## src/rtl/core/sdd_pkg.sv

```systemverilog
package sdd_pkg;

  // field widths
  localparam int YEAR_W  = 14;
  localparam int MONTH_W = 4;
  localparam int DAY_W   = 5;
  localparam int DIFF_W  = 23;

  // internal widths
  localparam int DOY_W   = 9;   // day-of-year up to 365 + 1 + 31
  localparam int ABS_W   = 23;  // absolute day number of a date
  localparam int LEAP_W  = 13;  // leap days before a year
  localparam int QUOT_W  = 8;   // year / 100
  localparam int C400_W  = 6;   // ceil(year / 400)
  localparam int WIDE_W  = ABS_W + 2;

  // year / 100 by reciprocal: floor(y * 41944 / 2^22), exact for y < 2^15
  localparam int DIV100_MUL_W = 16;
  localparam logic [DIV100_MUL_W-1:0] DIV100_MUL = 16'd41944;
  localparam int DIV100_SHIFT = 22;
  localparam int PROD_W = YEAR_W + DIV100_MUL_W;

  localparam int YEAR_DAYS = 365;
  localparam int CENTURY   = 100;

  localparam logic [MONTH_W-1:0] MONTH_MAR = 4'd3;

  localparam logic signed [WIDE_W-1:0] DIFF_MAX = 25'sd4194303;
  localparam logic signed [WIDE_W-1:0] DIFF_MIN = -25'sd4194304;

  typedef logic [YEAR_W-1:0]  year_t;
  typedef logic [MONTH_W-1:0] month_t;
  typedef logic [DAY_W-1:0]   day_t;
  typedef logic [DOY_W-1:0]   doy_t;
  typedef logic [ABS_W-1:0]   abs_day_t;
  typedef logic signed [DIFF_W-1:0] diff_t;

  // load enables of the four pipeline stages
  typedef struct packed {
    logic a;
    logic b;
    logic c;
    logic d;
  } stage_en_t;

  // days in the months before the given one (non-leap); month 0 counts none,
  // months above twelve count the whole year
  function automatic doy_t cum_before(input month_t month);
    doy_t days;
    case (month)
      4'd0, 4'd1: days = 9'd0;
      4'd2:       days = 9'd31;
      4'd3:       days = 9'd59;
      4'd4:       days = 9'd90;
      4'd5:       days = 9'd120;
      4'd6:       days = 9'd151;
      4'd7:       days = 9'd181;
      4'd8:       days = 9'd212;
      4'd9:       days = 9'd243;
      4'd10:      days = 9'd273;
      4'd11:      days = 9'd304;
      4'd12:      days = 9'd334;
      default:    days = 9'd365;
    endcase
    return days;
  endfunction

endpackage

```

## src/rtl/core/sdd_date_count.sv

```systemverilog
module sdd_date_count import sdd_pkg::*; (
  input  logic      clk,
  input  stage_en_t en,
  input  year_t     year,
  input  month_t    month,
  input  day_t      day,
  output year_t     year_b,
  output doy_t      doy_b,
  output abs_day_t  abs_c
);

  // stage a: year / 100 product, month table lookup
  logic [PROD_W-1:0] prod_a_r, prod_a_nxt;
  year_t             year_a_r;
  doy_t              cum_a_r, cum_a_nxt;
  logic              late_a_r, late_a_nxt;
  day_t              day_a_r;

  assign prod_a_nxt = PROD_W'(year) * PROD_W'(DIV100_MUL);
  assign cum_a_nxt  = cum_before(month);
  assign late_a_nxt = (month >= MONTH_MAR);

  always_ff @(posedge clk) begin
    if (en.a) begin
      prod_a_r <= prod_a_nxt;
      year_a_r <= year;
      cum_a_r  <= cum_a_nxt;
      late_a_r <= late_a_nxt;
      day_a_r  <= day;
    end
  end

  // stage b: leap test, leap days before the year, day-of-year, 365 * year
  logic [QUOT_W-1:0] quot;
  year_t             quot_x100;
  logic              rem_nz;
  logic [QUOT_W-1:0] c100;
  logic [C400_W-1:0] c400;
  logic [LEAP_W-1:0] c4;
  logic              leap;

  logic [LEAP_W-1:0] leap_days_b_r, leap_days_b_nxt;
  doy_t              doy_b_r, doy_b_nxt;
  abs_day_t          y365_b_r, y365_b_nxt;
  year_t             year_b_r;

  always_comb begin
    quot      = prod_a_r[DIV100_SHIFT +: QUOT_W];
    quot_x100 = YEAR_W'(YEAR_W'(quot) * YEAR_W'(CENTURY));
    rem_nz    = (year_a_r != quot_x100);
    // ceilings of y/100, y/400 and y/4
    c100      = quot + QUOT_W'(rem_nz);
    c400      = C400_W'((10'(c100) + 10'd3) >> 2);
    c4        = LEAP_W'((15'(year_a_r) + 15'd3) >> 2);
    leap      = (year_a_r[1:0] == 2'b00) && (rem_nz || (quot[1:0] == 2'b00));

    leap_days_b_nxt = c4 - LEAP_W'(c100) + LEAP_W'(c400);
    doy_b_nxt       = cum_a_r + DOY_W'(day_a_r) + DOY_W'(late_a_r && leap);
    y365_b_nxt      = ABS_W'(ABS_W'(year_a_r) * ABS_W'(YEAR_DAYS));
  end

  always_ff @(posedge clk) begin
    if (en.b) begin
      leap_days_b_r <= leap_days_b_nxt;
      doy_b_r       <= doy_b_nxt;
      y365_b_r      <= y365_b_nxt;
      year_b_r      <= year_a_r;
    end
  end

  assign year_b = year_b_r;
  assign doy_b  = doy_b_r;

  // stage c: absolute day number
  abs_day_t abs_c_r, abs_c_nxt;

  assign abs_c_nxt = y365_b_r + ABS_W'(leap_days_b_r) + ABS_W'(doy_b_r);

  always_ff @(posedge clk) begin
    if (en.c) begin
      abs_c_r <= abs_c_nxt;
    end
  end

  assign abs_c = abs_c_r;

endmodule
```

## config.mk

```make
export PLATFORM = sky130hd
export DESIGN_NAME = sdd_date_count
export DESIGN_NICKNAME = d
export VERILOG_FILES = /design/src/rtl/core/sdd_pkg.sv /design/src/rtl/core/sdd_date_count.sv
export SDC_FILE = /design/constraint.sdc
export NUM_CORES = 1
export LEC_CHECK = 0
export ABC_AREA = 1
export BUFFER_PORTS_ARGS = -buffer_cell sky130_fd_sc_hd__buf_2
export CAP_MARGIN = 10
export CORE_ASPECT_RATIO = 0.9
export CORE_UTILIZATION = 62
export CTS_CLUSTER_DIAMETER = 120
export DETAILED_ROUTE_END_ITERATION = 8
export PLACE_DENSITY = 0.77
export RECOVER_POWER = 50
export SYNTH_ARGS = -nofsm -noshare
export SYNTH_HDL_FRONTEND = slang
export SYNTH_SLANG_ARGS = --single-unit
```

## constraint.sdc

```tcl
create_clock -name clk -period 7.5 [get_ports clk]
set_clock_uncertainty 0.2 [all_clocks]
set_input_delay 1.5 -clock clk [delete_from_list [all_inputs] [get_ports clk]]
set_output_delay 1.5 -clock clk [all_outputs]
set_load 0.01 [all_outputs]
```

Yosys cells after proc, flatten, opt, wreduce, memory -nomap -nowiden. Memories as Yosys holds them, arrays and structs flattened. A register that Yosys moved wholly into a read port is not among the register bits. Cells that the tools add are included. Widths: inputs -> output; s select.

Memories kept: 1. Output and inout bits: 46. Input port bits: 28. ROM bits: 144. Flip-flop bits (word level): 129.

Memory list: (no name shown) (depth 16, width 9, read ports 1, clocked after memory_dff 1, wr ports 0, line sdd_pkg.sv:50) `case (month)`.

Reductions and logical operators: 5. Equal/unequal tests: 1. $add $sub $neg: 9. Multipliers: 3. $lt $le $gt $ge: 1.

Operators by type and width (count): $mul 14x13->27 const B (1); $add 23x13->23 (1); $add 23x9->23 (1); $mul 14x9->23 const B (1); $add 14x2->15 const B (1); $ne 14x14->1 (1); $add 13x6->13 (1); $sub 13x8->13 (1); $mul 8x5->12 const B (1); $add 9x1->9 (1); $add 9x5->9 (1); $add 8x1->8 (1); $add 8x2->8 const B (1); $ge 4x2->1 const B (1); $logic_not 2->1 (2); $logic_and 1x1->1 (2); $logic_or 1x1->1 (1).

Logic depth before layout (Yosys ltp). Gate-level depths: netlist of the first run.

Depth after elaboration: 6. Gate-level depth with buffers: 32. Mapped depth without buffers: 32.

Worst setup path after synthesis of the first run. OpenSTA, ideal clock, no wires.

Path type: flip-flop to flip-flop. Start: reg prod_a_r[24]. End: reg leap_days_b_r[10] (data pin). Period minus slack after synthesis: 5.783 ns. Arrival: 5.324 ns. Path slack: 1.717 ns. Stages on the path, launching flop included: 31. Setup time: 0.259 ns. Buffers on the path: 0. Cell sequence: edfxtp_1 > ha_1 > ha_1 > ha_1 > inv_1 > fa_1 > inv_1 > nand2_1 > nand2_1 > xor2_1 > nand3_1 > nor2_1 > nand3_1 > nor2_1 > nand4_1 > ha_1 > ha_1 > xor2_2 > o21ai_2 > nor2_2 > nand2_2 > xnor2_1 > fa_1 > inv_1 > ha_1 > a21oi_1 > nand2_1 > a21oi_1 > o21bai_1 > a21oi_1 > xnor2_1.

Cells in the longest elaborated chain, start to end: 5.

Ends and longest elaborated chain: from (decl) (line sdd_date_count.sv:13) `logic [PROD_W-1:0] prod_a_r, prod_a_nxt;`; from (signal assigned) (line sdd_date_count.sv:25) `prod_a_r <= prod_a_nxt;`; $mul 8x5->12 (line sdd_date_count.sv:49) `quot_x100 = YEAR_W'(YEAR_W'(quot) * YEAR_W'(CENTURY));`; $ne 14x14->1 (line sdd_date_count.sv:50) `rem_nz = (year_a_r != quot_x100);`; $add 8x1->8 * (line sdd_date_count.sv:52) `c100 = quot + QUOT_W'(rem_nz);`; $sub 13x8->13 / $add 8x2->8 (equally long branches) (line sdd_date_count.sv:57, sdd_date_count.sv:53); $add 13x6->13 * (line sdd_date_count.sv:57) `leap_days_b_nxt = c4 - LEAP_W'(c100) + LEAP_W'(c400);`; via leap_days_b_nxt[10] (line sdd_date_count.sv:42) `logic [LEAP_W-1:0] leap_days_b_r, leap_days_b_nxt;`; to (signal assigned) (line sdd_date_count.sv:64) `leap_days_b_r <= leap_days_b_nxt;`; to (decl) (line sdd_date_count.sv:42).

Mark *: on every way through the listed nets, which the timed path passes. The rest lies on a longest branch. A chain may end at the register's enable or synchronous reset.

Final worst setup path of the first run.
Start: reg prod_a_r[23]. End: reg leap_days_b_r[10] (data pin).

The elaborated chain is that of the path after synthesis.

==> impl_metrics.ini, run 1 <==
[outcome]
status = finished with violations
violations = capacitance limit, slew limit

[clocking]
cts.clk_slew.worst_paths_ns = 0.06
post_cts_buffers = 0
cts_tree = done
cts_resized = 0
htree_levels = 4
postCtsHoldBufs = 0
cts.sinks = 117
clock_path_buffers = 2
clk_latency_ns = 0.43
cts_buffers = 17
cts-root-buf = clkbuf_16

[layout]
fin_nets = 1883
area_growth_pct = 9.296
final_area_um2 = 14670
layout.cells.non_filler = 1805
n_fill_cell = 1619
antenna_cells = 0
drive_gt1_share_pct = 7.768

[sta]
drv_slew = 96
slew_headroom_pct = -106.7
min_period_ns = 6.424
fmax_mhz = 155.7
rsz0062_at_grt = false
hold_violations = 0
finalSetupViolations = 0
worstMarginPinSlew_ns = 3.100
tns_ns = 0
period_share_pct = 85.66

[floorplanning]
die_w_um = 157.1
die_area_um2 = 22240
start_util_pct = 63.84
core-area_um2 = 21020
num_io_pins = 74
row_count = 50
chipHeight_um = 141.6

[synth]
syn_inst = 1418
synth_nets = 1795
synth_area_leaders = edfxtp_1, ha_1, fa_1, inv_1, nand2_1
netlist_area_um2 = 13420
synth_edf_count = 117
synth_flop_cell = edfxtp_1
async_flop_share_pct = 0
yosysSeqAreaShare_pct = 26.18
yosysWarnings = 0
avgSynthCellArea_um2 = 9.463
synth_top_area_share_pct = 26.18
synth_common_cells = inv_1, nand2_1, ha_1
ys_seq_elements = 117
yosysTopAreaCell = edfxtp_1
synth.distinct_cells = 45
yosysMostFrequentCell = inv_1

[global_routing]
antenna_found_initial = 0
grt_pass1_vias = 9791
grt_util_all_layers_pct = 27.28
grt_pass1_wl_um = 46460
grt_max_degree = 58
grt.overflow.total = 0

[drt]
drt_iter0_markers = 418
routed_wl_um = 27990
first_pass_iters = 5
via_per_inst = 5.377
wl_per_cell_um = 15.51
drc = 0
via_count = 9705
drtAntennaViolNets = 0

[worst_setup_path]
worstPathMaxFanout = 6
cp-end-kind = register
r2r_slack_ns = 1.08
r2r_cells = 30
crit_type = register to register
r2r-end = leap_days_b_r[10]
path_delay_family = adder cells
cp.arrival_ns = 6.40
start_kind = register
r2r-start = prod_a_r[23]
crit_start = prod_a_r[23]
crit_buf_inv = 3
path_common_cell = ha_1
required_ns = 7.47
crit_path_top_delay_cell = fa_1
slowest_delay_ns = 0.52

[placed_design]
gp_congestion = 0.9077
place_inst = 1773
io_buffers = 72
dp_hpwl_um = 23150
placed_area_um2 = 14120

[min_path]
whs_endpoint = abs_c[22]
hold_class = register to register
worstHoldPathCells = 2
worstHoldStart = y365_b_r[22]

[run]
drv_cap = 2
==> layout by cell type, fill, tap and decap left out, types with 4 or more instances in the layout <==
cell type / instances
inv_1: 318
nand2_1: 224
ha_1: 220
fa_1: 129
edfxtp_1: 117
nor2_1: 75
a21oi_1: 60
buf_2: 55
nand3_1: 54
xor2_1: 54
xnor2_1: 27
o21ai_0: 27
nand4_1: 20
clkbuf_1: 18
clkbuf_16: 17
a21o_1: 15
nor3_1: 10
nand3b_1: 6
o21bai_1: 6
inv_6: 6
o21ai_2: 5
nand2_2: 5
a31oi_1: 5
a21oi_2: 4
clkinvlp_4: 4
==> flip-flops by register name, summed over array words and instances (netlist names) <==
signal and count:
y365_b_r 23, year_a_r 14, abs_c 23, late_a_r 1
day_a_r 5, year_b 12, cum_a_r 9, leap_days_b_r 13
doy_b 9, prod_a_r 8
==> kinds of logic after synthesis <==
kind of cell               Yosys count  share of synthesized area, %
adders and majority gates          349                         39.76
DFF                                117                         26.18
and+or+nand+nor                    407                         13.13
xor gates and xnor gates            82                         5.408
AOI/OAI and AO/OA                  138                         6.368
buffers and inverters              325                         9.156
==> worst register-to-register path: cells and delay by family, from the launching register on <==
kind,cells,cell delay [ns]
AO/OA/AOI/OAI,5,0.83
XOR/XNOR,4,0.73
adder cells (fa/ha/maj),8,2.74
buffers and inverters,3,0.21
flip-flops,1,0.51
AND/OR/NAND/NOR,10,0.96
==> metal layers <==
metal	global-route usage [%]	routed length [um]	vias up
met3	2.810	1015	47
met1	33.74	12140	4639
met4	10.12	635	0
met5	0	0	-
met2	49.24	14200	255
li1	-	-	4764
==> per-stage QoR <==
step | hold slack, ns | worst slack, ns | utilization [%]
2_1_floorplan | 0.2822 | 1.717 | -
3_3_place_gp | 0.3301 | 1.281 | 67.18
3_5_place_dp | 0.3362 | 1.146 | 67.18
5_1_grt | 0.3736 | 0.5536 | 69.77
4_1_cts | 0.3508 | 1.083 | 69.89
6_report | 0.3466 | 1.076 | 69.77
==> area by class of cell <==
| class | instances | area (um^2) | area share, % |
|---|---|---|---|
| flip-flops and latches | 117 | 3513 | 23.95 |
| inverters | 321 | 1205 | 8.215 |
| multi-input cells | 976 | 8677 | 59.16 |
| clock buffers | 17 | 425.4 | 2.901 |
| clock inverters | 15 | 145.1 | 0.9896 |
| well taps | 286 | 357.8 | 2.440 |
| repair buffers | 73 | 342.8 | 2.337 |
==> how the worst max path moves through the flow <==
| stage | endpoint | cells after the start |
|---|---|---|
| floorplan | leap_days_b_r[10] | 30 |
| global placement | leap_days_b_r[10] | 30 |
| detailed placement | leap_days_b_r[10] | 30 |
| CTS | leap_days_b_r[10] | 30 |
| global route | leap_days_b_r[10] | 30 |
| finish | leap_days_b_r[10] | 30 |
Power of run 1 is not shown: default switching activity piles up to over one toggle a cycle in this logic, so the estimate is an artifact.
==> run 2, diff against run 1 <==
Settings changed: CORE_MARGIN set to 2, MAX_ROUTING_LAYER set to met4.
==> run 2 against run 1 <==
  * The flow still finishes with violations (capacitance limit, slew limit)
  * Maximum frequency is 1.1% higher
  * Final area is 0.20% higher
  * Sequential share of layout area hardly changed
  * Core utilization is 1.2 points lower
  * Non-clock buffer count stayed put
  * Flip-flop and latch count stayed put
  * Largest cell class unchanged
==> impl_metrics.ini, run 2 (synthesis results as in run 1) <==
[clocking]
htree_levels = 4
clock_path_buffers = 2
cts_tree = done
cts-root-buf = clkbuf_16
cts.sinks = 117
cts_resized = 0
postCtsHoldBufs = 0
post_cts_buffers = 0
cts_buffers = 17
cts.clk_slew.worst_paths_ns = 0.06
clk_latency_ns = 0.42

[sta]
min_period_ns = 6.357
rsz0062_at_grt = false
hold_violations = 0
finalSetupViolations = 0
fmax_mhz = 157.3
drv_slew = 96
worstMarginPinSlew_ns = 3.000
tns_ns = 0
period_share_pct = 84.76
slew_headroom_pct = -99.97

[global_routing]
grt_pass1_wl_um = 46260
grt_util_all_layers_pct = 26.49
grt_max_degree = 58
antenna_found_initial = 0
grt_pass1_vias = 9758
grt.overflow.total = 0

[drt]
drc = 0
via_count = 9595
drtAntennaViolNets = 0
routed_wl_um = 27660
wl_per_cell_um = 15.28
drt_iter0_markers = 489
first_pass_iters = 5
via_per_inst = 5.301

[run]
drv_cap = 2

[layout]
area_growth_pct = 9.520
layout_common_cells = inv_1, nand2_1, ha_1
layout.cells.non_filler = 1810
n_fill_cell = 1628
final_area_um2 = 14700
antenna_cells = 0
fin_nets = 1883
layout.cells.most_common = inv_1
drive_gt1_share_pct = 7.834

[floorplanning]
chipHeight_um = 143.6
row_count = 51
die_area_um2 = 22840
core-area_um2 = 21440
start_util_pct = 62.59
num_io_pins = 74
die_w_um = 159.1

[min_path]
hold_class = register to register
worstHoldStart = cum_a_r[8]

[placed_design]
place_inst = 1778
dp_hpwl_um = 23140
io_buffers = 72
placed_area_um2 = 14130
gp_congestion = 0.9549

[worst_setup_path]
crit_type = register to register
path_common_cell = ha_1
cp.arrival_ns = 6.32
cp-end-kind = register
crit_start = prod_a_r[23]
required_ns = 7.46
crit_buf_inv = 3
path_delay_family = adder cells
crit_path_top_delay_cell = fa_1
start_kind = register
worstPathMaxFanout = 6
r2r-start = prod_a_r[23]
r2r_slack_ns = 1.14
slowest_delay_ns = 0.53

[outcome]
status = finished with violations
violations = capacitance limit, slew limit
-- run 2: metrics by stage --
stage,util (%),hold WS (ns),setup slack [ns]
finish,68.55,0.3477,1.143
CTS,68.66,0.3516,1.177
floorplan,-,0.2822,1.717
global placement,65.89,0.3342,1.306
global route,68.55,0.3654,0.5974
detailed placement,65.89,0.3364,1.196
-- run 2: worst register-to-register path, delay by kind of cell, from the launching register on --
family	cells	cell delay, ns
simple gates	9	0.84
compound gates	6	1.06
buf+inv	3	0.21
flops	1	0.51
xor+xnor	3	0.52
fa+ha+maj	8	2.75
-- run 2: final timing paths --
check | end | cells after the start
worst min register to register | doy_b[8] | 1
worst min-delay path | doy_b[8] | 1
worst max register to register | leap_days_b_r[9] | 29
worst max-delay path | leap_days_b_r[9] | 29
-- run 2: area by class of cell --
| type | instances | area [um^2] | share of cell area [%] |
|---|---|---|---|
| tap | 291 | 364.1 | 2.477 |
| timing repair buffer | 73 | 342.8 | 2.333 |
| sequential | 117 | 3513 | 23.91 |
| clock buffer | 17 | 425.4 | 2.895 |
| multi-input combinational | 976 | 8677 | 59.04 |
| inverter | 321 | 1205 | 8.199 |
| clock inverter | 15 | 168.9 | 1.149 |
-- run 2: per-layer routing --
layer	vias to the layer above	GRT usage, %	share of wire, %
met1	4588	31.27	43
met2	208	47.73	51
li1	4747	-	-
met4	0	9.139	2.6
met3	52	2.915	3.2
met5	-	-	0
Power of run 2 is left out for the same reason.
