`src/rtl/core/sdd_pkg.sv`:
```
package sdd_pkg;

  // field widths
  localparam int YEAR_W  = 14;
  localparam int MONTH_W = 4;
  localparam int DAY_W   = 5;
  localparam int DIFF_W  = 23;

  // internal widths
  localparam int DOY_W   = 9;   // day-of-year up to 365 + 1 + 31
  localparam int ABS_W   = 23;  // absolute day number of a date
  localparam int LEAP_W  = 13;  // leap days before a year
  localparam int QUOT_W  = 8;   // year / 100
  localparam int C400_W  = 6;   // ceil(year / 400)
  localparam int WIDE_W  = ABS_W + 2;

  // year / 100 by reciprocal: floor(y * 41944 / 2^22), exact for y < 2^15
  localparam int DIV100_MUL_W = 16;
  localparam logic [DIV100_MUL_W-1:0] DIV100_MUL = 16'd41944;
  localparam int DIV100_SHIFT = 22;
  localparam int PROD_W = YEAR_W + DIV100_MUL_W;

  localparam int YEAR_DAYS = 365;
  localparam int CENTURY   = 100;

  localparam logic [MONTH_W-1:0] MONTH_MAR = 4'd3;

  localparam logic signed [WIDE_W-1:0] DIFF_MAX = 25'sd4194303;
  localparam logic signed [WIDE_W-1:0] DIFF_MIN = -25'sd4194304;

  typedef logic [YEAR_W-1:0]  year_t;
  typedef logic [MONTH_W-1:0] month_t;
  typedef logic [DAY_W-1:0]   day_t;
  typedef logic [DOY_W-1:0]   doy_t;
  typedef logic [ABS_W-1:0]   abs_day_t;
  typedef logic signed [DIFF_W-1:0] diff_t;

  // load enables of the four pipeline stages
  typedef struct packed {
    logic a;
    logic b;
    logic c;
    logic d;
  } stage_en_t;

  // days in the months before the given one (non-leap); month 0 counts none,
  // months above twelve count the whole year
  function automatic doy_t cum_before(input month_t month);
    doy_t days;
    case (month)
      4'd0, 4'd1: days = 9'd0;
      4'd2:       days = 9'd31;
      4'd3:       days = 9'd59;
      4'd4:       days = 9'd90;
      4'd5:       days = 9'd120;
      4'd6:       days = 9'd151;
      4'd7:       days = 9'd181;
      4'd8:       days = 9'd212;
      4'd9:       days = 9'd243;
      4'd10:      days = 9'd273;
      4'd11:      days = 9'd304;
      4'd12:      days = 9'd334;
      default:    days = 9'd365;
    endcase
    return days;
  endfunction

endpackage

```
`src/rtl/core/sdd_pipe_ctrl.sv`:
```
module sdd_pipe_ctrl import sdd_pkg::*; (
  input  logic      clk,
  input  logic      rst_n,
  input  logic      in_valid,
  output logic      in_ready,
  output logic      out_valid,
  input  logic      out_ready,
  output stage_en_t en
);

  logic va_r, vb_r, vc_r, vd_r;
  logic va_nxt, vb_nxt, vc_nxt, vd_nxt;
  logic rdy_a, rdy_b, rdy_c, rdy_d;

  // a stage may load when it is empty or its contents move on
  assign rdy_d = !vd_r || out_ready;
  assign rdy_c = !vc_r || rdy_d;
  assign rdy_b = !vb_r || rdy_c;
  assign rdy_a = !va_r || rdy_b;

  assign en.a = rdy_a;
  assign en.b = rdy_b;
  assign en.c = rdy_c;
  assign en.d = rdy_d;

  assign in_ready  = rdy_a;
  assign out_valid = vd_r;

  always_comb begin
    va_nxt = rdy_a ? in_valid : va_r;
    vb_nxt = rdy_b ? va_r     : vb_r;
    vc_nxt = rdy_c ? vb_r     : vc_r;
    vd_nxt = rdy_d ? vc_r     : vd_r;
  end

  always_ff @(posedge clk) begin
    if (!rst_n) begin
      va_r <= 1'b0;
      vb_r <= 1'b0;
      vc_r <= 1'b0;
      vd_r <= 1'b0;
    end else begin
      va_r <= va_nxt;
      vb_r <= vb_nxt;
      vc_r <= vc_nxt;
      vd_r <= vd_nxt;
    end
  end

endmodule

```
`config.mk`:
```
export PLATFORM = sky130hd
export DESIGN_NAME = sdd_pipe_ctrl
export DESIGN_NICKNAME = d
export VERILOG_FILES = /design/src/rtl/core/sdd_pkg.sv /design/src/rtl/core/sdd_pipe_ctrl.sv
export SDC_FILE = /design/constraint.sdc
export NUM_CORES = 1
export LEC_CHECK = 0
export BUFFER_PORTS_ARGS = -buffer_cell sky130_fd_sc_hd__buf_2
export CAP_MARGIN = 20
export CORE_AREA = 2 2 39 41
export CTS_BUF_LIST = sky130_fd_sc_hd__clkbuf_4 sky130_fd_sc_hd__clkbuf_8
export DETAILED_ROUTE_END_ITERATION = 10
export DIE_AREA = 0 0 41 43
export SLEW_MARGIN = 30
export SYNTH_ARGS = -nofsm -noshare
export SYNTH_HDL_FRONTEND = slang
export SYNTH_SLANG_ARGS = --single-unit
export TNS_END_PERCENT = 30
```
`constraint.sdc`:
```
create_clock -name clk -period 0.9 [get_ports clk]
set_clock_uncertainty 0.05 [all_clocks]
set_input_delay 0.09 -clock clk [delete_from_list [all_inputs] [get_ports clk]]
set_output_delay 0.09 -clock clk [all_outputs]
set_load 0.02 [all_outputs]
```
* Word level (Yosys, flattened, before mapping)
Index checks and enable logic that the tools add are counted.
Word-level totals: output and inout port bits 6, input port bits 4, logic and storage cells 12, flip-flop bits (word level) 4
Cells by class: reductions and logical operators 8
Operators with widths (number):
- 1-bit zero test | 4
- 1-bit logical OR | 4

* Depth between registers and ports, before layout
Gate-level depths: netlist (run 1).
depth after elaboration 5, gate-level depth with buffers 3, depth with buffers taken out 3

* Worst setup path after synthesis (run 1)
No wires, ideal clock.
path type register -> output, from register vd_r (netlist: out_valid), to output en[3] (netlist name), stages on the path, launching flop included 4, required time 0.760 ns, setup slack -0.323 ns, path buffers 1, arrival time 1.083 ns, path through dfxtp_1 -> and4b_2 -> nand2_1 -> buf_4
On the way: cells in the longest elaborated chain, start to end 5
Ends and longest elaborated chain:
- start, declared | RTL line sdd_pipe_ctrl.sv:11 | logic va_r, vb_r, vc_r, vd_r;
- start signal, assigned | RTL line sdd_pipe_ctrl.sv:46 | vd_r <= vd_nxt;
- 1-bit zero test | RTL line sdd_pipe_ctrl.sv:16 | assign rdy_d = !vd_r || out_ready;
- 1-bit logical OR | RTL line sdd_pipe_ctrl.sv:16
- 1-bit logical OR | RTL line sdd_pipe_ctrl.sv:17 | assign rdy_c = !vc_r || rdy_d;
- 1-bit logical OR | RTL line sdd_pipe_ctrl.sv:18 | assign rdy_b = !vb_r || rdy_c;
- 1-bit logical OR | RTL line sdd_pipe_ctrl.sv:19 | assign rdy_a = !va_r || rdy_b;
- end, declared | RTL line sdd_pipe_ctrl.sv:8 | output stage_en_t en
No other way between the ends.

==> results of run 1 <==
-- logic make-up (layout without fill, tap and decap cells) --
| logic type | count (synthesis) | in the layout | share of synthesized area (%) |
|---|---|---|---|
| AND/OR/NAND/NOR | 6 | 6 | 21.3 |
| AO/OA/AOI/OAI | 4 | 4 | 16.1 |
| flip-flops | 4 | 4 | 41.3 |
| buffers and inverters | 7 | 18 | 21.3 |
-- worst max path at each step --
stage	endpoint	slack (ns)
2_1_floorplan	en[3]	-0.10
3_3_place_gp	en[2]	-0.05
3_5_place_dp	en[2]	-0.06
4_1_cts	in_ready	-0.31
5_1_grt	in_ready	-0.33
6_report	en[3]	-0.29
-- cells in the final DEF, fill, tap and decap left out, drive strengths merged --
cell          n
and2b         1
and3b         1
and4b         1
buf          10
clkbuf        4
dfxtp         4
dlygate4sd3   1
inv           3
nand2         3
o21a          3
o21ai         1
-- worst max-delay path, stage by stage, from the launching register on --
cell and delay (ns):
dfxtp_4 0.34, and4b_2 0.28, nand2_4 0.06, buf_6 0.13
-- repair_timing --
item                                    in CTS  in global routing
cloned                                       0                  0
resized for setup                           13                  0
hold buffers                                 0                  1
hold endpoints to repair                     0                  1
setup buffers                                1                  0
pin swaps                                    2                  0
endpoints found under the setup margin       7                  7
-- metal layers --
layer	wire (um)	global-route usage (%)
met5	0	0
met4	0	4.00
met2	149	4.69
met1	127	2.88
met3	33	4.71
-- through the flow --
step / setup WS [ns] / hold slack, ns / instances / power (uW) / util [%]
2_1_floorplan: -0.103 / 0.153 / 21 / 202 / -
6_report: -0.287 / 0.0747 / 48 / 487 / 23.3
3_3_place_gp: -0.0538 / 0.247 / 42 / 214 / 17.4
3_5_place_dp: -0.0591 / 0.250 / 42 / 214 / 17.4
4_1_cts: -0.306 / 0.00437 / 47 / 499 / 22.6
5_1_grt: -0.330 / 0.0710 / 48 / 513 / 23.3
-- area by class of cell --
| class | count | area (um^2) |
|---|---|---|
| fill | 156 | 1060 |
| timing repair buffer | 11 | 97.6 |
| clock buffer | 4 | 30.0 |
| multi-input combinational | 10 | 80.1 |
| tap | 16 | 20.0 |
| sequential | 4 | 83.8 |
| inverter | 3 | 11.3 |
-- sequential cells by signal, summed over array words and instances (netlist names) --
| register | count |
|---|---|
| out_valid | 1 |
| va_r | 1 |
| vb_r | 1 |
| vc_r | 1 |
-- power breakdown --
| group | switching (uW) | leakage, uW | internal (uW) |
|---|---|---|---|
| registers | 5.02 | 0.0000336 | 183 |
| logic | 11.6 | 0.000104 | 16.0 |
| clock network | 75.1 | 0.0000184 | 197 |
==> qor.csv, run 1 <==
metric;value;unit
post-synthesis async set-or-reset flop share;0;%
Overflow after GRT;0;
Clock Tree Buf Depth;2;
cell leakage power;0.000156;uW
clock root buffer;clkbuf_4;
Clk pin slew, worst setup/hold paths;0.04;ns
most instantiated cells after synthesis;buf_4, dfxtp_1, nand2_1, o21a_1, inv_1;
area delta synth->final;66.5;%
Chip Width;41;um
minimum clock period;1.19;ns
layout cells sized above 1;71.9;%
Hold Path End;out_valid;
initial antenna violation count;0;
register bit total from synthesis;4;
GPL Wtd Cong;0.577;
Setup TNS;-1.31;ns
Peak Freq;842;MHz
core area;1380;um^2
Setup crit start kind;register;
total clock sinks;4;
H-tree depth;1;
Avg Cell Area, Syn;9.24;um^2
Max FO, Critical Path;4;
R2R depth;4;
nets;37;
Worst Max-Slew Pin Slew;0.150;ns
via density per instance;3.31;
DRT antenna net count;0;
final setup violation count;7;
number of placement rows;14;
Synth Flop Type;dfxtp_1;
CP arrival;1.05;ns
post-synthesis cell area;194;um^2
data required time at the worst endpoint;0.76;ns
via count;159;
DP HPWL;275;um
Setup WS post-layout;-0.287;ns
reg-to-reg endpoint;va_r;
worst hold path stage count;2;
Worst Hold Class;in -> reg;
crit path capture type;output port;
Fin. Hold Viols;0;
port bufs;9;
HP Start;rst_n;
Area contributors post-synth;dfxtp_1, buf_4, o21a_1;
final WL;310;um
1st-pass router iterations;2;
number of global-route vias before repair;123;
Die Area;1760;um^2
unrepaired setup endpoints after global routing;true;
DRT iter0 DRCs;1;
failing checks;setup timing;
Worst Setup SP;out_valid;
largest net degree at the start of global routing;6;
Post-synth EDFFs;0;
DR WL/cell;6.46;um
DRC Markers;0;
global-route wire length before repair;393;um
Yosys warnings;0;
Syn Nets;25;
clock insertion delay at the later pin of the skew report;0.23;ns
Cells after Synth;21;
post-synthesis sequential area ratio;41.3;%
cell area after layout;323;um^2
power density over the cells;1510;nW/um^2
# diodes;0;
area leader, netlist;dfxtp_1;
placed cell areas;240;um^2
Distinct cells, synth;10;
worst r2r src;out_valid;
top cell type's share of synthesized area;41.3;%
total of max-cap violations;0;
GR Util All Layers;3.91;%
CTS tree;built;
Rel. slew slack;90.0;%
CTS buffer count;3;
Period Utilization, post-route;132;%
outcome;finished, violations left;
die height;43;um
Starting Density;14.0;%
peak supply drop;378;uV
Ports;10;
worst reg-to-reg setup slack;-0.10;ns
Crit Path Class;reg -> out;
final slew viol count;0;
Note: power is estimated with default switching activity, not from simulation.
==> run 2, diff against run 1 <==
--- a/config.mk
+++ b/config.mk
@@ -5,12 +5,12 @@
 export SDC_FILE = /design/constraint.sdc
 export NUM_CORES = 1
 export LEC_CHECK = 0
-export BUFFER_PORTS_ARGS = -buffer_cell sky130_fd_sc_hd__buf_2
 export CAP_MARGIN = 20
 export CORE_AREA = 2 2 39 41
 export CTS_BUF_LIST = sky130_fd_sc_hd__clkbuf_4 sky130_fd_sc_hd__clkbuf_8
 export DETAILED_ROUTE_END_ITERATION = 10
 export DIE_AREA = 0 0 41 43
+export DONT_BUFFER_PORTS = 1
 export SLEW_MARGIN = 30
 export SYNTH_ARGS = -nofsm -noshare
 export SYNTH_HDL_FRONTEND = slang
==> run 2 against run 1 <==
The run still ends with setup timing left. Non-clock buffer count shrank 7. Utilization shrank 4.1 points. Die area unchanged. Power decreased by 0.65%. Clock power about the same. Count of clock-buffer cells in the layout stayed put. Critical path depth decreased by 1. Global-route usage grew 0.90 points. Largest power group unchanged.
==> qor.csv, run 2 (same netlist as run 1, synthesis figures left out) <==
metric;value;unit;change
layout cells sized above 1;64.0;%;was 71.9%
power density over the cells;1810;nW/um^2;was 1510 nW/um^2
final setup violation count;7;;unchanged
final WL;325;um;was 310 um
Max FO, Critical Path;4;;unchanged
via count;139;;was 159
data required time at the worst endpoint;0.76;ns;about the same
Post-CTS Setup Bufs;0;;was 1
GPL Wtd Cong;0.562;;was 0.577
port bufs;0;;was 9
CTS tree;built;;unchanged
number of global-route vias before repair;140;;was 123
Period Utilization, post-route;124;%;was 132%
minimum clock period;1.12;ns;was 1.19 ns
final slew viol count;0;;unchanged
DP HPWL;280;um;was 275 um
DRT antenna net count;0;;unchanged
CP Cell Sequence;and4b_2 -> nand2_4;;was and4b_2 -> nand2_4 -> buf_6
DR WL/cell;7.93;um;was 6.46 um
crit-path max cell delay;0.34;ns;about the same
via density per instance;3.39;;was 3.31
Die Area;1760;um^2;unchanged
Overflow after GRT;0;;unchanged
unrepaired setup endpoints after global routing;true;;unchanged
Starting Density;14.0;%;unchanged
CP arrival;0.98;ns;was 1.05 ns
core area;1380;um^2;unchanged
GR Util All Layers;4.81;%;was 3.91%
outcome;finished, violations left;;unchanged
Global Route met1 Usage;3.85;%;was 2.88%
nets;30;;was 37
DRC Markers;0;;unchanged
# diodes;0;;unchanged
clock root buffer;clkbuf_4;;unchanged
most common cell after layout, fill and taps aside;clkbuf_4;;was buf_6
initial antenna violation count;0;;unchanged
Overall Power;484;uW;was 487 uW
met2 GRT Util;5.63;%;was 4.69%
Ports;10;;unchanged
met3 usage;3.14;%;was 4.71%
CTS buffer count;3;;unchanged
number of buffers and inverters on the critical path;0;;was 1
most frequent cells in the layout;clkbuf_4, o21a_1;;was buf_6, clkbuf_4, buf_2
global-route wire length before repair;483;um;was 393 um
Clock Tree Buf Depth;2;;unchanged
largest net degree at the start of global routing;6;;unchanged
CP max-delay cell;dfxtp_4;;unchanged
Crit Path Class;reg -> out;;unchanged
total of max-cap violations;0;;unchanged
cell leakage power;0.000120;uW;was 0.000156 uW
Worst Max-Slew Pin Slew;0.175;ns;was 0.150 ns
die height;43;um;unchanged
CP delay by family, top;simple AND/OR/NAND/NOR gates;;was flip-flops
Peak Freq;896;MHz;was 842 MHz
H-tree depth;1;;unchanged
failing checks;setup timing;;unchanged
Worst Hold Class;in -> reg;;unchanged
Clk pin slew, worst setup/hold paths;0.04;ns;about the same
Setup crit start kind;register;;unchanged
area delta synth->final;37.4;%;was 66.5%
DRT iter0 DRCs;0;;was 1
clock insertion delay at the later pin of the skew report;0.23;ns;about the same
crit path capture type;output port;;unchanged
number of placement rows;14;;unchanged
gr busiest metal;met4;;was met3
peak supply drop;311;uV;was 378 uV
Fin. Hold Viols;0;;unchanged
pre-CTS WS;-0.0527;ns;was -0.0591 ns
total clock sinks;4;;unchanged
Rel. slew slack;88.3;%;was 90.0%
worst reg-to-reg setup slack;-0.07;ns;was -0.10 ns
Setup WS post-layout;-0.216;ns;was -0.287 ns
Chip Width;41;um;unchanged
1st-pass router iterations;1;;was 2
## run 2: changes by cell type in the layout (fill, tap and decap cells not counted)
cell | previous run | this run
buf_6 | 6 | 0
dlygate4sd3_1 | 1 | 2
buf_4 | 0 | 2
inv_2 | 3 | 1
dfxtp_1 | 3 | 2
dfxtp_2 | 0 | 1
inv_4 | 0 | 2
buf_2 | 4 | 0
## run 2: where the power goes
part	switching, uW	internal [uW]
logic	10.3	15.6
registers	5.04	183
clock network	73.5	196
## run 2: final timing paths
check | endpoint | from | cells after the start
max | in_ready | out_valid | 2
min | out_valid | out_ready | 2
max reg2reg | va_r | out_valid | 3
min reg2reg | vc_r | vb_r | 1
## run 2: routing by layer
metal	vias to the layer above	part of all wire, %	wire (um)
met5	-	0	0
met4	0	2.2	7
met3	2	14	47
met2	5	48	157
met1	60	35	113
li1	72	-	-
## run 2: cell type report
| type | instances | area, um^2 |
|---|---|---|
| Fill cell | 160 | 1120 |
| Tap cell | 16 | 20.0 |
| Multi-Input combinational cell | 10 | 80.1 |
| Timing Repair Buffer | 4 | 35.0 |
| Sequential cell | 4 | 85.1 |
| Inverter | 3 | 16.3 |
| Clock buffer | 4 | 30.0 |
## run 2: stage by stage
stage               utilization [%]  hold WS, ns  instances  setup TNS, ns  cell area, um^2
floorplan                         -        0.153         21         -0.195              213
global placement               15.2        0.158         35        -0.0492              210
detailed placement             15.2        0.166         35        -0.0568              210
CTS                            19.2        0.161         41         -0.967              265
global route                   19.3        0.171         41          -1.24              267
finish                         19.3        0.167         41         -0.932              267
## run 2: what timing repair did
item | CTS | global route
hold buffers | 2 | 0
hold endpoints to repair | 4 | 0
gates cloned | 0 | 0
endpoints found under the setup margin | 7 | 7
resized for setup | 4 | 1
pin swaps | 1 | 2
==> run 3, diff against run 2 <==
==> constraint.sdc (replaced) <==
create_clock -name clk -period 0.9 [get_ports clk]
set_clock_uncertainty 0.05 [all_clocks]
set_input_delay 0.09 -clock clk [delete_from_list [all_inputs] [get_ports clk]]
set_output_delay 0.09 -clock clk [all_outputs]
set_load 0.1 [all_outputs]
==> run 3 against run 2 <==
The run still ends with setup timing left. Power up 3.6%. Largest cell class is now buffers. Final cell count up 7.3%. Via count up 10%. Combinational power up 46%. Utilization up 4.9 points. Critical path depth unchanged. Largest power group unchanged. Count of clock-buffer cells in the layout unchanged. Maximum frequency down 14%. Highest routed layer is now met3. Cell area up 25%. Global-route usage up 1.5 points.
==> qor.csv, run 3 (same netlist as run 1, synthesis figures left out) <==
metric;value;unit;change
number of placement rows;14;;unchanged
final WL;353;um;was 325 um
DP HPWL;273;um;was 280 um
# diodes;0;;unchanged
GR Util All Layers;6.31;%;was 4.81%
unrepaired setup endpoints after global routing;true;;unchanged
peak supply drop;266;uV;was 311 uV
Peak Freq;771;MHz;was 896 MHz
initial antenna violation count;0;;unchanged
Overflow after GRT;0;;unchanged
Hold Path End;out_valid;;unchanged
most frequent cells in the layout;clkbuf_4, inv_2, o21a_1, buf_12;;was clkbuf_4, o21a_1
die height;43;um;unchanged
Fin. Hold Viols;0;;unchanged
largest net degree at the start of global routing;6;;unchanged
1st-pass router iterations;1;;unchanged
data required time at the worst endpoint;0.76;ns;about the same
nets;33;;was 30
Die Area;1760;um^2;unchanged
DRT antenna net count;0;;unchanged
Final Util;24.1;%;was 19.3%
Setup WS post-layout;-0.398;ns;was -0.216 ns
area delta synth->final;72.3;%;was 37.4%
minimum clock period;1.30;ns;was 1.12 ns
core area;1380;um^2;unchanged
Clk pin slew, worst setup/hold paths;0.04;ns;about the same
Setup crit start kind;register;;unchanged
Ports;10;;unchanged
via count;153;;was 139
CTS tree;built;;unchanged
Crit Path Class;reg -> out;;unchanged
GPL Wtd Cong;0.551;;was 0.562
HP Start;out_ready;;unchanged
worst hold path stage count;2;;unchanged
R2R depth;4;;was 3
Fin Hold WS;0.135;ns;was 0.167 ns
reg-to-reg endpoint;va_r;;unchanged
final setup violation count;8;;was 7
total of max-cap violations;0;;unchanged
CTS buffer count;3;;unchanged
crit path capture type;output port;;unchanged
outcome;finished, violations left;;unchanged
clock insertion delay at the later pin of the skew report;0.24;ns;was 0.23 ns
CP arrival;1.16;ns;was 0.98 ns
DRT iter0 DRCs;0;;unchanged
Worst Hold Class;in -> reg;;unchanged
post-route insts no fill;44;;was 41
Overall Power;501;uW;was 484 uW
Starting Density;14.0;%;unchanged
total clock sinks;4;;unchanged
CP max-delay cell;dfxtp_4;;unchanged
CP delay by family, top;simple AND/OR/NAND/NOR gates;;unchanged
port bufs;0;;unchanged
via density per instance;3.48;;was 3.39
worst reg-to-reg setup slack;-0.17;ns;was -0.07 ns
Rel. slew slack;77.6;%;was 88.3%
Cells after DPL;37;;was 35
Setup TNS;-2.04;ns;was -0.932 ns
Worst Setup SP;out_valid;;unchanged
layout cells sized above 1;67.9;%;was 64.0%
worst r2r src;out_valid;;unchanged
most common cell after layout, fill and taps aside;clkbuf_4;;unchanged
Clock Tree Buf Depth;2;;unchanged
global-route wire length before repair;579;um;was 483 um
DRC Markers;0;;unchanged
number of buffers and inverters on the critical path;0;;unchanged
Worst Max-Slew Pin Slew;0.335;ns;was 0.175 ns
H-tree depth;1;;unchanged
Chip Width;41;um;unchanged
Max FO, Critical Path;4;;unchanged
crit-path max cell delay;0.34;ns;about the same
cell leakage power;0.000139;uW;was 0.000120 uW
final slew viol count;0;;unchanged
DR WL/cell;8.02;um;was 7.93 um
CP Cell Sequence;and4b_2 -> nand2_8;;was and4b_2 -> nand2_4
failing checks;setup timing;;unchanged
number of fill cells;150;;was 160
number of global-route vias before repair;172;;was 140
clock root buffer;clkbuf_4;;unchanged
Period Utilization, post-route;144;%;was 124%
power density over the cells;1500;nW/um^2;was 1810 nW/um^2
==> run 3: cell count changes in the layout (fill, tap and decap cells not counted), sizes merged <==
cell / delta
buf: +3
==> run 3: worst max-delay path by stage <==
| stage | endpoint | cells after the start |
|---|---|---|
| after detailed placement | in_ready | 2 |
| after global routing | en[3] | 2 |
| after global placement | en[2] | 3 |
| after CTS | in_ready | 2 |
| after floorplan | en[3] | 3 |
| final | in_ready | 2 |
==> run 3: cell type report <==
class,instances,area (um^2),share of cell area [%]
inverters,3,11.3,3.37
flip-flops and latches,4,85.1,25.5
multi-input cells,10,88.8,26.6
well taps,16,20.0,5.99
repair buffers,7,98.8,29.6
clock buffers,4,30.0,8.99
==> run 3: through the flow <==
step | instance area (um^2) | setup WS, ns
finish | 334 | -0.398
global route | 334 | -0.449
CTS | 329 | -0.408
detailed placement | 272 | -0.146
global placement | 272 | -0.134
floorplan | 239 | -0.504
==> run 3: metal layers <==
layer | global-route usage [%] | up-vias | routed length, um
li1 | - | 78 | -
met2 | 7.81 | 3 | 202
met1 | 3.51 | 72 | 119
met5 | 0 | - | 0
met4 | 10.0 | 0 | 0
met3 | 6.28 | 0 | 31
==> run 3: what timing repair did <==
item                                   CTS  global route
hold buffers                             2             0
resized for setup                        2             2
endpoints found under the hold margin    4             0
setup buffers                            1             0
setup endpoints to repair                8             8
pin swaps                                1             3
==> run 3: where the power goes <==
part | leakage [uW] | switching (uW) | internal [uW]
Sequential | 0.0000340 | 6.80 | 183
Clock | 0.0000184 | 76.8 | 197
Combinational | 0.0000865 | 21.4 | 16.5
Total | 0.000139 | 105 | 396
